File: config.mk
export PLATFORM = sky130hd
export DESIGN_NAME = rvw_ctrl
export DESIGN_NICKNAME = d
export VERILOG_FILES = /design/src/hw/rtl/rvw_pkg.sv /design/src/hw/rtl/rvw_ctrl.sv
export SDC_FILE = /design/constraint.sdc
export NUM_CORES = 1
export LEC_CHECK = 0
export BUFFER_PORTS_ARGS = -buffer_cell sky130_fd_sc_hd__buf_2
export CAP_MARGIN = 20
export CORE_ASPECT_RATIO = 0.8
export CORE_MARGIN = 2
export CORE_UTILIZATION = 54
export DETAILED_ROUTE_END_ITERATION = 16
export PLACE_DENSITY = 0.92
export REMOVE_ABC_BUFFERS = 1
export SLEW_MARGIN = 15
export SYNTH_ARGS = -nofsm -noshare
export SYNTH_HDL_FRONTEND = slang
export SYNTH_SLANG_ARGS = --single-unit
export TNS_END_PERCENT = 20
File: constraint.sdc
create_clock -name clock -period 3.5 [get_ports clock]
set_clock_uncertainty 0.15 [all_clocks]
set_input_delay 0.7 -clock clock [delete_from_list [all_inputs] [get_ports clock]]
set_output_delay 0.7 -clock clock [all_outputs]
set_load 0.03 [all_outputs]
File: src/hw/rtl/rvw_pkg.sv
// shared constants, command codes and handshake structs for the realized volatility block
package rvw_pkg;

   localparam int MAX_DAYS_DEF = 64;

   localparam logic [6:0]  WINDOW_RESET = 7'd30;
   localparam logic [6:0]  COUNT_CAP    = 7'd127;
   localparam logic [27:0] LN2_Q28      = 28'hB172180;
   localparam logic [10:0] ANNUAL_SCALE = 11'd1460;
   localparam logic [63:0] SCALE_LIMIT  = 64'hFFFF_FFFF_FFFF_FFFF / 64'd1460;

   // iteration counts, last step index
   localparam int LOG_LAST  = 29;
   localparam int DIV_LAST  = 63;
   localparam int SQRT_LAST = 31;

   // result error codes
   localparam logic [1:0] ERR_NONE  = 2'd0;
   localparam logic [1:0] ERR_COUNT = 2'd1;
   localparam logic [1:0] ERR_ZERO  = 2'd2;

   // datapath operations
   localparam logic [4:0] OP_NONE      = 5'd0;
   localparam logic [4:0] OP_LOAD      = 5'd1;
   localparam logic [4:0] OP_LOG       = 5'd2;
   localparam logic [4:0] OP_RMUL      = 5'd3;
   localparam logic [4:0] OP_STORE     = 5'd4;
   localparam logic [4:0] OP_MEAN_INIT = 5'd5;
   localparam logic [4:0] OP_DIV_STEP  = 5'd6;
   localparam logic [4:0] OP_MEAN      = 5'd7;
   localparam logic [4:0] OP_RD        = 5'd8;
   localparam logic [4:0] OP_DIFF      = 5'd9;
   localparam logic [4:0] OP_SQ        = 5'd10;
   localparam logic [4:0] OP_ACC       = 5'd11;
   localparam logic [4:0] OP_VAR_INIT  = 5'd12;
   localparam logic [4:0] OP_SCALE1    = 5'd13;
   localparam logic [4:0] OP_SCALE2    = 5'd14;
   localparam logic [4:0] OP_SQRT      = 5'd15;
   localparam logic [4:0] OP_EMIT      = 5'd16;

   typedef struct packed {
      logic [4:0] op;
   } cmd_type;

   typedef struct packed {
      logic       last;
      logic [1:0] err;
      logic [6:0] span;
   } sts_type;

endpackage

File: src/hw/rtl/rvw_ctrl.sv
// sequencing state machine for the realized volatility block
module rvw_ctrl
   import rvw_pkg::*;
#(
   parameter int CW = 7
) (
   input  logic          clock,
   input  logic          reset,
   input  logic          req_valid,
   output logic          req_ready,
   output logic          rsp_valid,
   input  logic          rsp_ready,
   input  sts_type       sts,
   output cmd_type       cmd,
   output logic [CW-1:0] idx
);

   localparam logic [4:0] S_IDLE   = 5'd0;
   localparam logic [4:0] S_LOG    = 5'd1;
   localparam logic [4:0] S_RMUL   = 5'd2;
   localparam logic [4:0] S_STORE  = 5'd3;
   localparam logic [4:0] S_CHECK  = 5'd4;
   localparam logic [4:0] S_DIVM   = 5'd5;
   localparam logic [4:0] S_MEAN   = 5'd6;
   localparam logic [4:0] S_RD     = 5'd7;
   localparam logic [4:0] S_DIFF   = 5'd8;
   localparam logic [4:0] S_SQ     = 5'd9;
   localparam logic [4:0] S_ACC    = 5'd10;
   localparam logic [4:0] S_VINIT  = 5'd11;
   localparam logic [4:0] S_DIVV   = 5'd12;
   localparam logic [4:0] S_SCALE1 = 5'd13;
   localparam logic [4:0] S_SCALE2 = 5'd14;
   localparam logic [4:0] S_SQRT   = 5'd15;
   localparam logic [4:0] S_EMIT   = 5'd16;

   logic [4:0]    state_ff, state_in;
   logic [CW-1:0] step_ff, step_in;
   logic          rsp_valid_ff, rsp_valid_in;
   logic [CW-1:0] elem_last;

   assign elem_last = CW'(sts.span) - CW'(1);
   assign req_ready = (state_ff == S_IDLE);
   assign rsp_valid = rsp_valid_ff;
   assign idx       = step_ff;

   // next state and command
   always_comb begin
      state_in     = state_ff;
      step_in      = step_ff;
      cmd.op       = OP_NONE;
      rsp_valid_in = rsp_valid_ff && !rsp_ready;
      case (state_ff)
         S_IDLE: begin
            if (req_valid) begin
               cmd.op   = OP_LOAD;
               step_in  = '0;
               state_in = S_LOG;
            end
         end
         S_LOG: begin
            cmd.op = OP_LOG;
            if (step_ff == CW'(LOG_LAST)) begin
               step_in  = '0;
               state_in = S_RMUL;
            end else begin
               step_in = step_ff + CW'(1);
            end
         end
         S_RMUL: begin
            cmd.op   = OP_RMUL;
            state_in = S_STORE;
         end
         S_STORE: begin
            cmd.op   = OP_STORE;
            state_in = sts.last ? S_CHECK : S_IDLE;
         end
         S_CHECK: begin
            if (sts.err != ERR_NONE) begin
               state_in = S_EMIT;
            end else begin
               cmd.op   = OP_MEAN_INIT;
               step_in  = '0;
               state_in = S_DIVM;
            end
         end
         S_DIVM: begin
            cmd.op = OP_DIV_STEP;
            if (step_ff == CW'(DIV_LAST)) begin
               step_in  = '0;
               state_in = S_MEAN;
            end else begin
               step_in = step_ff + CW'(1);
            end
         end
         S_MEAN: begin
            cmd.op   = OP_MEAN;
            step_in  = '0;
            state_in = S_RD;
         end
         S_RD: begin
            cmd.op   = OP_RD;
            state_in = S_DIFF;
         end
         S_DIFF: begin
            cmd.op   = OP_DIFF;
            state_in = S_SQ;
         end
         S_SQ: begin
            cmd.op   = OP_SQ;
            state_in = S_ACC;
         end
         S_ACC: begin
            cmd.op = OP_ACC;
            if (step_ff == elem_last) begin
               step_in  = '0;
               state_in = S_VINIT;
            end else begin
               step_in  = step_ff + CW'(1);
               state_in = S_RD;
            end
         end
         S_VINIT: begin
            cmd.op   = OP_VAR_INIT;
            step_in  = '0;
            state_in = S_DIVV;
         end
         S_DIVV: begin
            cmd.op = OP_DIV_STEP;
            if (step_ff == CW'(DIV_LAST)) begin
               step_in  = '0;
               state_in = S_SCALE1;
            end else begin
               step_in = step_ff + CW'(1);
            end
         end
         S_SCALE1: begin
            cmd.op   = OP_SCALE1;
            state_in = S_SCALE2;
         end
         S_SCALE2: begin
            cmd.op   = OP_SCALE2;
            step_in  = '0;
            state_in = S_SQRT;
         end
         S_SQRT: begin
            cmd.op = OP_SQRT;
            if (step_ff == CW'(SQRT_LAST)) begin
               step_in  = '0;
               state_in = S_EMIT;
            end else begin
               step_in = step_ff + CW'(1);
            end
         end
         S_EMIT: begin
            // wait for the output register to free up
            if (!rsp_valid_ff || rsp_ready) begin
               cmd.op       = OP_EMIT;
               rsp_valid_in = 1'b1;
               state_in     = S_IDLE;
            end
         end
         default: begin
            state_in = S_IDLE;
         end
      endcase
   end

   // state registers
   always_ff @(posedge clock) begin
      if (reset) begin
         state_ff     <= S_IDLE;
         step_ff      <= '0;
         rsp_valid_ff <= 1'b0;
      end else begin
         state_ff     <= state_in;
         step_ff      <= step_in;
         rsp_valid_ff <= rsp_valid_in;
      end
   end

endmodule

Word level (Yosys, flattened, before mapping):

Cells that the tools add are included.

* add/sub/neg operators: 2
* equality and inequality tests: 27
* multiplexer cells: 23
* reduce and logical (&&, ||, !) cells: 11

Operator list (number)
* case mux 5 bit (17 select lines): 1
* case mux 5 bit (16 select lines): 1
* case mux 7 bit (7 select lines): 1
* 2-to-1 mux 7 bit: 6
* == test 5 x 4 -> 1 bit (second input constant): 8
* 2-to-1 mux 5 bit: 8
* == test 5 x 3 -> 1 bit (second input constant): 4
* == test 7 x 5 -> 1 bit (second input constant): 2
* inequality test 2 bit (second input constant): 7
* == test 5 x 2 -> 1 bit (second input constant): 2
* adder 7 x 1 -> 7 bit (second input constant): 1
* == test 7 x 6 -> 1 bit (second input constant): 1
* == test 7 bit: 1
* nonzero test 7 bit: 1
* subtractor 7 x 1 -> 7 bit (second input constant): 1
* 2-to-1 mux 3 bit: 2
* AND reduction 6 bit: 1
* == test 5 x 1 -> 1 bit (second input constant): 1
* == test 5 bit (second input constant): 1
* logical NOT 5 bit: 1
* 2-to-1 mux 4 bit: 1
* 2-to-1 mux 1 bit: 3
* AND reduction 3 bit: 1
* OR reduction 3 bit: 1
* other kinds (5): 6

* bits in registers: 13
* bits of input ports: 14
* output and inout bits: 14
* word-level logic and storage cells: 66

Depth between registers and ports, before layout:

* word-level depth: 4
* depth in mapped cells: 9
* gate-level depth less buffers: 9

Least setup slack after synthesis:

No wires, ideal clock.

* path type: input to register
* start point: input sts[0] (netlist bit)
* end point: register step_ff[4] (netlist: idx[4])
* setup time: 0.120 ns
* data arrival time: 2.441 ns
* required time: 3.230 ns
* path slack: 0.789 ns
* stages on the path: 9
* buffers on the path: 0
* path through: inv_1 -> ha_1 -> nor2b_1 -> or3b_2 -> o22ai_1 -> o311ai_2 -> a21oi_4 -> nor3_1 -> a211o_1

* word-level cells in the longest chain between the ends: 4

Ends and longest elaborated chain
* start, declared: line rvw_ctrl.sv:13 `input sts_type sts,`
* subtractor 7 x 1 -> 7 bit: line rvw_ctrl.sv:41 `assign elem_last = CW'(sts.span) - CW'(1);`
* == test 7 bit: line rvw_ctrl.sv:114 `if (step_ff == elem_last) begin`
* 2-to-1 mux 7 bit: line rvw_ctrl.sv:114
* case mux 7 bit (7 select lines): line rvw_ctrl.sv:52 `case (state_ff)`
* end signal, assigned: line rvw_ctrl.sv:176 `step_ff <= step_in;`
* end, declared: line rvw_ctrl.sv:37 `logic [CW-1:0] step_ff, step_in;`

Every way passes these cells.
A chain may end at the register's enable or synchronous reset.

Final worst setup path:

* start point: input sts[0] (netlist bit)
* end point: register step_ff[2] (netlist: idx[2])

Same word-level chain as after synthesis.

==> metrics.md <==
| Metric | Value |
|---|---|
| Status | `finished, final reports clean` |
| Resized Gates After CTS | `0` |
| CP Depth | `10` |
| Power density cells | `390 nW/um2` |
| CP max stage delay | `0.49 ns` |
| Die area | `2690 um2` |
| Worst r2r src | `idx[2]` |
| Area of the core | `2160 um2` |
| Vias | `1331` |
| Detail Route Antenna Nets | `0` |
| CP Cell Sequence | `buf_2 -> inv_1 -> ha_1 -> nor2b_1 -> or3b_2 -> o22ai_1 -> o311ai_2 -> a21oi_4 -> nor3b_1 -> a211o_1` |
| Filler Cell Count | `182` |
| Hold WS | `0.418 ns` |
| Worst Path Max Fanout | `5` |
| Row Count | `15` |
| Cells after Synth | `169` |
| Total gr overflow | `0` |
| Share of layout cells above drive strength 1 | `18.4%` |
| Asr flop ratio synth | `0%` |
| CTS Hold Bufs | `0` |
| Storage element area | `260 um2` |
| Hold crit path type | `flop to flop` |
| Initial Utilization | `57.2%` |
| First-pass GRT wire length | `5.01 mm` |
| RSZ-0062 raised after global routing | `no` |
| Number of port buffers | `27` |
| Worst Setup SP | `sts[0]` |
| Synth Cell Area | `1230 um2` |
| CTS tree | `built` |
| Die width | `57.5 um` |
| Area share of the largest cell type after synthesis | `21.1%` |
| Post-synth top flop | `dfxtp_1` |
| # diodes | `0` |
| Num CTS Buffers | `3` |
| Most frequent cells in the layout | `buf_2, nor2_1, nand2_1, dfxtp_1, nand3_1` |
| Post-CTS Setup Bufs | `0` |
| Clock power frac | `16.6%` |
| Vias in the first global route | `1121` |
| FMAX | `360 MHz` |
| Post-synth EDFFs | `0` |
| Leak Pwr | `0.549 nW` |
| Later-pin clock latency in the skew report | `0.27 ns` |
| Fin crit period | `2.78 ns` |
| Total length of routed wires | `3.07 mm` |
| Io pins | `28` |
| Max Slew Vio Count | `0` |
| CP startpoint kind | `input port` |
| TNS Setup | `0 ns` |
| Area growth, synth to finish | `11.1%` |
| Combinational fraction of design power | `46.5%` |
| Net Sw Power | `0.000237 W` |
| Critical path data arrival time | `2.79 ns` |
| Largest net degree at the start of global routing | `21` |
| DPL Wire Length | `2.39 mm` |
| Worst-case clock buffer depth | `2` |
| Drt drc | `0` |
| Worst path bufs/invs | `2` |
| Seq pwr share | `36.9%` |
| Largest delay share family, worst path | `compound AO/OA/AOI/OAI gates` |
| Req. time, crit path | `3.51 ns` |
| Synthesis Warnings | `0` |
| Root buf cell | `clkbuf_4` |
| Post-DR wirelength/cell | `14.3 um` |
| Cell accounting for the most synthesized area | `dfxtp_1` |
| Final Wtd Congestion | `0.884` |
| R2R cell count | `7` |
| Tightest Pin Transition | `0.644 ns` |
| Drt initial violations | `82` |
| Initial antenna violation count | `0` |
| Multi-input combinational cell area | `890 um2` |
| Peak VDD IR | `0.331 mV` |
| DRT Pass-1 Iters | `5` |
| Sequential share of the synthesized area | `21.1%` |
| Net Sw Frac | `44.2%` |
| Internal power | `0.000299 W` |
| Max transition margin | `57.0%` |
| Final setup vio count | `0` |
| Avg Vias per Cell | `6.19` |
| Synthesized flop and latch total | `13` |
| Synth top area cells | `dfxtp_1, nor2_1, xnor2_1` |
| Final Hold Vio Count | `0` |
| H-Tree Depth | `1` |
| WHS Path Cells | `2` |
| Gr usage total | `23.6%` |
| Avg Cell Area, Syn | `7.31 um2` |
| Commonest non-fill, non-tap cell in the layout | `buf_2` |
| Clk slew on worst S/H paths | `0.08 ns` |
| Hold Path Origin | `rsp_valid` |
| WS Path Type | `input port to flop` |
| Crit share post-route | `79.3%` |
| Synth cell types | `54` |
| Slowest CP cell | `or3b_2` |
| CTS sink cnt | `13` |
| CP endpoint kind | `flop` |
| Final layout net count | `208` |
| Max-cap violations | `0` |
| Die height | `46.8 um` |
[per-layer routing]
metal	routed length, um	GRT usage, %	vias to the layer above	part of all wire [%]
met5	0	0	-	0
met2	1380	38.0	47	45
met1	1460	34.4	612	48
li1	-	-	668	-
met3	201	2.48	4	6.6
met4	26	6.05	0	0.85
[final timing paths]
path,slack [ns],end
worst max-delay path,0.72,idx[2]
worst min-delay path,0.42,rsp_valid
worst max register to register,0.85,state_ff[4]
worst min register to register,0.42,rsp_valid
[cells by family after synthesis]
kind of cell / synth area share (%)
xor gates and xnor gates: 8.51
muxes: 0.811
adders and majority gates: 3.04
and+or+nand+nor: 31.1
AOI/OAI and AO/OA: 28.6
buffers and inverters: 6.89
DFF: 21.1
[flip-flops by register name, indices dropped and copies added, names as in the netlist]
signal,count
rsp_valid,1
idx,7
state_ff,5
[cell usage after synthesis, types with 4 or more instances]
cell type,count
a21oi_1,8
xor2_1,4
o21ai_0,8
nand3_1,9
nor3_1,5
xnor2_1,8
inv_1,8
nor2_1,22
nand2_1,13
nand2b_1,4
dfxtp_1,13
[worst register-to-register path, cell delays in order (launching register included)]
cell	delay, ns
dfxtp_1	0.52
and4b_1	0.30
nand3_1	0.17
a221oi_1	0.61
o221ai_1	0.33
nor2_1	0.26
a31oi_1	0.13
nor2_1	0.11
[power by group through the flow]
stage	Combinational, W	Sequential [W]	Clock [W]
after detailed placement	0.000245	0.000200	0
final	0.000249	0.000198	0.0000891
after global placement	0.000238	0.000199	0
after floorplan	0.000178	0.000199	0
after global routing	0.000276	0.000201	0.0000987
after CTS	0.000247	0.000196	0.0000920
[per-stage QoR]
stage	std cells	total power, W	setup slack [ns]	utilization [%]	cell area (um2)
final	215	0.000536	0.723	63.6	1370
after global routing	215	0.000575	0.566	63.6	1370
after CTS	215	0.000535	0.754	63.6	1370
after detailed placement	211	0.000445	0.465	62.4	1350
after global placement	211	0.000437	0.599	62.4	1350
after floorplan	159	0.000377	0.781	-	1180
[cell type report]
type / count / share of cell area, %
inverter: 8 / 2.19
multi-input combinational: 138 / 64.8
tap: 25 / 2.28
clock buffer: 4 / 1.91
timing repair buffer: 27 / 9.85
sequential: 13 / 19.0
(Power assumes the default switching activity.)
